$ cat src/hw/rtl/rhce_pkg.sv
// ----------------------------------------------------------------------------
// rhce_pkg
// shared types and constants of the rgb histogram / cdf engine
// ----------------------------------------------------------------------------
package rhce_pkg;

  localparam int unsigned CountWidth = 24;
  localparam int unsigned FracBits   = 16;
  localparam int unsigned BinBits    = 8;
  localparam int unsigned NumBins    = 256;
  localparam int unsigned QueueDepth = 4;
  localparam int unsigned QueuePtrW  = 2;

  typedef enum logic [1:0] {
    OP_PIXEL = 2'd0,
    OP_CLEAR = 2'd1,
    OP_READ  = 2'd2,
    OP_NONE  = 2'd3
  } op_e;

  typedef struct packed {
    logic [1:0] op;
    logic       first_pixel;
    logic [7:0] red;
    logic [7:0] green;
    logic [7:0] blue;
    logic [1:0] channel_sel;
    logic [7:0] bin_index;
  } req_t;

  typedef struct packed {
    logic [CountWidth-1:0] bin_count;
    logic [CountWidth-1:0] cumulative_count;
    logic [FracBits:0]     bin_fraction;
    logic [FracBits:0]     cumulative_fraction;
    logic                  count_is_zero;
  } rsp_t;

  // classified command handed from front to back
  typedef struct packed {
    op_e                 op;
    logic                first_pixel;
    logic [BinBits-1:0]  red;
    logic [BinBits-1:0]  green;
    logic [BinBits-1:0]  blue;
    logic [BinBits-1:0]  mean;
    logic [1:0]          channel_sel;
    logic [BinBits-1:0]  bin_index;
  } cmd_t;

endpackage

$ cat src/hw/rtl/rhce_front.sv
// ----------------------------------------------------------------------------
// rhce_front
// accepts requests, computes the pixel mean, queues commands for the back end
// ----------------------------------------------------------------------------
module rhce_front (
  input  logic            clk_i,
  input  logic            rst_ni,
  input  logic            start,
  input  rhce_pkg::req_t  req_i,
  output logic            busy,
  output logic            cmd_valid_o,
  output rhce_pkg::cmd_t  cmd_o,
  input  logic            cmd_pop_i
);

  localparam int unsigned PW = rhce_pkg::QueuePtrW;

  rhce_pkg::cmd_t             mem_q [rhce_pkg::QueueDepth];
  logic [PW-1:0]              wr_q, wr_d, rd_q, rd_d;
  logic [PW:0]                cnt_q, cnt_d;
  rhce_pkg::cmd_t             cmd_in;
  logic [9:0]                 sum;
  logic [7:0]                 mean;
  logic                       push, pop;

  // floor(s/3) for s < 768 via reciprocal 683/2048 with correction
  logic [19:0] prod;
  logic [9:0]  qest, rem;
  always_comb begin
    sum  = {2'b0, req_i.red} + {2'b0, req_i.green} + {2'b0, req_i.blue};
    prod = sum * 10'd683;
    qest = {1'b0, prod[19:11]};
    rem  = sum - 10'(qest * 10'd3);
    if (rem >= 10'd3) begin
      mean = 8'(qest + 10'd1);
    end else begin
      mean = qest[7:0];
    end
  end

  always_comb begin
    cmd_in.op          = rhce_pkg::op_e'(req_i.op);
    cmd_in.first_pixel = req_i.first_pixel;
    cmd_in.red         = req_i.red;
    cmd_in.green       = req_i.green;
    cmd_in.blue        = req_i.blue;
    cmd_in.mean        = mean;
    cmd_in.channel_sel = req_i.channel_sel;
    cmd_in.bin_index   = req_i.bin_index;
  end

  assign busy        = (cnt_q == (PW+1)'(rhce_pkg::QueueDepth));
  assign push        = start && !busy && (req_i.op != rhce_pkg::OP_NONE);
  assign cmd_valid_o = (cnt_q != '0);
  assign pop         = cmd_pop_i && cmd_valid_o;
  assign cmd_o       = mem_q[rd_q];

  always_comb begin
    wr_d  = push ? wr_q + 1'b1 : wr_q;
    rd_d  = pop ? rd_q + 1'b1 : rd_q;
    cnt_d = cnt_q + (PW+1)'(push) - (PW+1)'(pop);
  end

  always_ff @(posedge clk_i or negedge rst_ni) begin
    if (!rst_ni) begin
      wr_q  <= '0;
      rd_q  <= '0;
      cnt_q <= '0;
    end else begin
      wr_q  <= wr_d;
      rd_q  <= rd_d;
      cnt_q <= cnt_d;
    end
  end

  always_ff @(posedge clk_i) begin
    if (push) begin
      mem_q[wr_q] <= cmd_in;
    end
  end

endmodule

$ cat config.mk
export PLATFORM = sky130hd
export DESIGN_NAME = rhce_front
export DESIGN_NICKNAME = d
export VERILOG_FILES = /design/src/hw/rtl/rhce_pkg.sv /design/src/hw/rtl/rhce_front.sv
export SDC_FILE = /design/constraint.sdc
export NUM_CORES = 1
export LEC_CHECK = 0
export ABC_AREA = 1
export ABC_CLOCK_PERIOD_IN_PS = 6950
export BUFFER_PORTS_ARGS = -buffer_cell sky130_fd_sc_hd__buf_2
export CAP_MARGIN = 25
export CORE_ASPECT_RATIO = 1.25
export CORE_MARGIN = 1.5
export CORE_UTILIZATION = 60
export DETAILED_ROUTE_END_ITERATION = 10
export HOLD_SLACK_MARGIN = 0.05
export PLACE_DENSITY = 0.82
export RECOVER_POWER = 25
export SLEW_MARGIN = 10
export SYNTH_ARGS = -nofsm -noshare
export SYNTH_HDL_FRONTEND = slang
export SYNTH_SLANG_ARGS = --single-unit
$ cat constraint.sdc
create_clock -name clk_i -period 6.95 [get_ports clk_i]
set_input_delay 0.695 -clock clk_i [delete_from_list [all_inputs] [get_ports clk_i]]
set_output_delay 0.695 -clock clk_i [all_outputs]
set_load 0.02 [all_outputs]
==> metrics.txt <==
flip-flop and latch count after synthesis roughly 190; placeable core area 0.0176 mm²; Worst Setup Slack, final -0.853 ns; worst min-delay path class in2async; area growth from synthesis to layout 29.5%; worst hold margin 0.191 ns; number of global-route vias before repair between 8000 and 9000; worst setup slack for register-to-register paths 4.18 ns; Crit. Startpoint req_i[11]; violations in the final reports negative setup slack; end point of the critical path mem_q[3][15]; Longest Clk Path Bufs 2; Clock Latency Late Sink 0.43 ns; commonest non-fill, non-tap cells in the layout 180 x edfxtp_1, 146 x buf_4, 118 x inv_1; gate count of the mapped netlist 1046; antenna violations before repair 3; minimum clock period after layout 7.80 ns; average via count per standard cell 5.85; total wire length 29900 µm; launching point of the worst reg2reg path cnt_q[2]; number of enable flip-flop cells after synthesis 180; number of ports placed on the die boundary 88; kind of start point of the critical path input pin; final cell utilization of the core 79.9%; result of the run finished, violations left; async set-or-reset flop fraction in the synthesized netlist between 3 and 4%; multi-input combinational cell area ~0.0054 mm²; DRC viols 0; worst reg2reg path endpoint mem_q[3][33]; register cell area after layout between 0.005 and 0.006 mm²; Slew Limit Headroom roughly 40%; Worst path slowest cell fa_1; FILL cells roughly 960; number of endpoints failing setup at the final stage 32; area of the die around 0.019 mm²; Post-Syn Area 0.0109 mm²; Clock Sinks 187; achievable clock frequency ~130 MHz; Buffers & Inverters on Critical Path 12; cell family with most CP delay adder cells; flip-flop cell with the highest count after synthesis edfxtp_1; worst path required time between 7 and 8 ns; wire per inst a little under 20 µm; Die H 154 µm; Final Wtd Congestion about 0.89; post-CTS clock slew at the launch and capture registers of the worst setup and hold paths approximately 0.06 ns; Clock Skew ~0.01 ns; number of distinct standard cells referenced by the synthesized netlist 35; total track usage a little under a third; number of buffers inserted by hold repair at cts 0; clock tree from TritonCTS yes; final hold vios 0; width of the die between 100 and 150 µm; most common cell after layout, fill and taps aside edfxtp_1; number of nets still failing antenna checks after routing 0; H-tree Lvls 4; reg2reg path depth 5; post-placement setup slack -1.25 ns; endpoint arrival time on the critical path about 8.0 ns; maximum fanout along the worst path 8; share of synthesized area occupied by flip-flops and latches 51.3%; biggest cell delay along the critical path 0.54 ns; total global routing overflow 0; final max-slew violation count 0; Port Buffers 87; max-capacitance violation count 0; Core Rows between 50 and 60; Least-Margin Pin Slew roughly 0.9 ns; number of stages on the worst setup path between 40 and 50; endpoint type of the worst setup path flip-flop; via count between 8000 and 9000; Post-Syn Area per Cell approximately 10 µm²; type of the worst setup path in2reg; buffer cell driving the clock tree root clkbuf_16; wire length of the first global-routing pass between 40000 and 50000 µm; net count reported at finish about 1400; period utilisation layout 112%; setup tns final -26.86 ns; number of clock buffers inserted by TritonCTS 17; pin count of the biggest net entering global routing 93; DP Wirelength 18400 µm; fraction of layout instances using a drive strength above 1 a little over a third; RSZ-0062 raised after global routing yes; net count after synthesis 1210; detailed-router iteration count before antenna repair 5; initial core utilization 61.7%; warning count from the yosys run 0; Iter 0 DRT Violations around 860
==> Yosys cell counts (12+ instances only) <==
| master | instances | share of area, % |
|---|---|---|
| a21oi_1 | 18 | 0.83 |
| clkbuf_1 | 27 | 0.93 |
| edfxtp_1 | 180 | 50 |
| fa_1 | 35 | 6.4 |
| ha_1 | 88 | 10 |
| inv_1 | 146 | 5.0 |
| nand2_1 | 154 | 5.3 |
| nand2_2 | 23 | 1.3 |
| nand3_1 | 32 | 1.5 |
| nand4_1 | 12 | 0.69 |
| nor2_1 | 110 | 3.8 |
| o21ai_0 | 96 | 4.4 |
| o22ai_1 | 45 | 2.6 |
==> worst min-delay path by stage <==
stage              from       end  cells after the start
4_1_cts          rst_ni  cnt_q[2]                      1
3_3_place_gp   cnt_q[0]  cnt_q[0]                      1
5_1_grt          rst_ni  cnt_q[2]                      1
3_5_place_dp     rst_ni  cnt_q[1]                      1
2_1_floorplan    rst_ni  cnt_q[0]                      0
6_report         rst_ni  cnt_q[1]                      1
==> worst register-to-register path, delay by kind of cell, from the launching register on <==
family,cells,cell delay [ns]
flops,1,0.41
buf+inv,2,0.58
simple gates,3,1.44
==> area by class of cell <==
type,instances,area share (%)
Clock buffer,17,3.02
Timing Repair Buffer,241,11.5
Sequential cell,187,39.6
Antenna cell,3,0.0533
Tap cell,224,1.99
Multi-Input combinational cell,677,38.4
Inverter,154,4.20
Clock inverter,14,1.22
==> cell families (layout without fill, tap and decap cells) <==
kind of cell,count (synthesis),after routing,share of synthesized area (%)
AND/OR/NAND/NOR,364,364,15.6
flip-flops,187,187,51.3
buffers and inverters,182,426,6.28
AO/OA/AOI/OAI,170,170,8.72
adder cells (fa/ha/maj),123,123,16.6
XOR/XNOR,20,20,1.61
other,0,3,0
==> state kept, by name (all words and copies together) (netlist names) <==
signal and count:
wr_q 2, cnt_q 3, rd_q 2, mem_q 180
==> timing repair <==
item / 4_1_cts / 5_1_grt
gates resized for setup: 64 / 92
endpoints found under the setup margin: 32 / 32
buffers inserted: 10 / 11
pin swaps: 36 / 71
==> routing by layer <==
metal  vias to the layer above  track usage, %  part of all wire [%]
li1                       4023               -                     -
met1                      4259            34.8                    35
met2                       446            55.4                    53
met3                       139            5.19                   6.4
met4                         2            16.9                   6.3
met5                         -               0                 0.037
==> through the flow <==
step,std cells,area [µm²]
CTS,1503,13600
global route,1516,14100
detailed placement,1462,12700
floorplan,1046,11100
global placement,1462,12700
finish,1517,14100
Power is left out: the tool's default activity adds up to more than one toggle a clock period on the data nets, which glitch-free logic cannot reach.
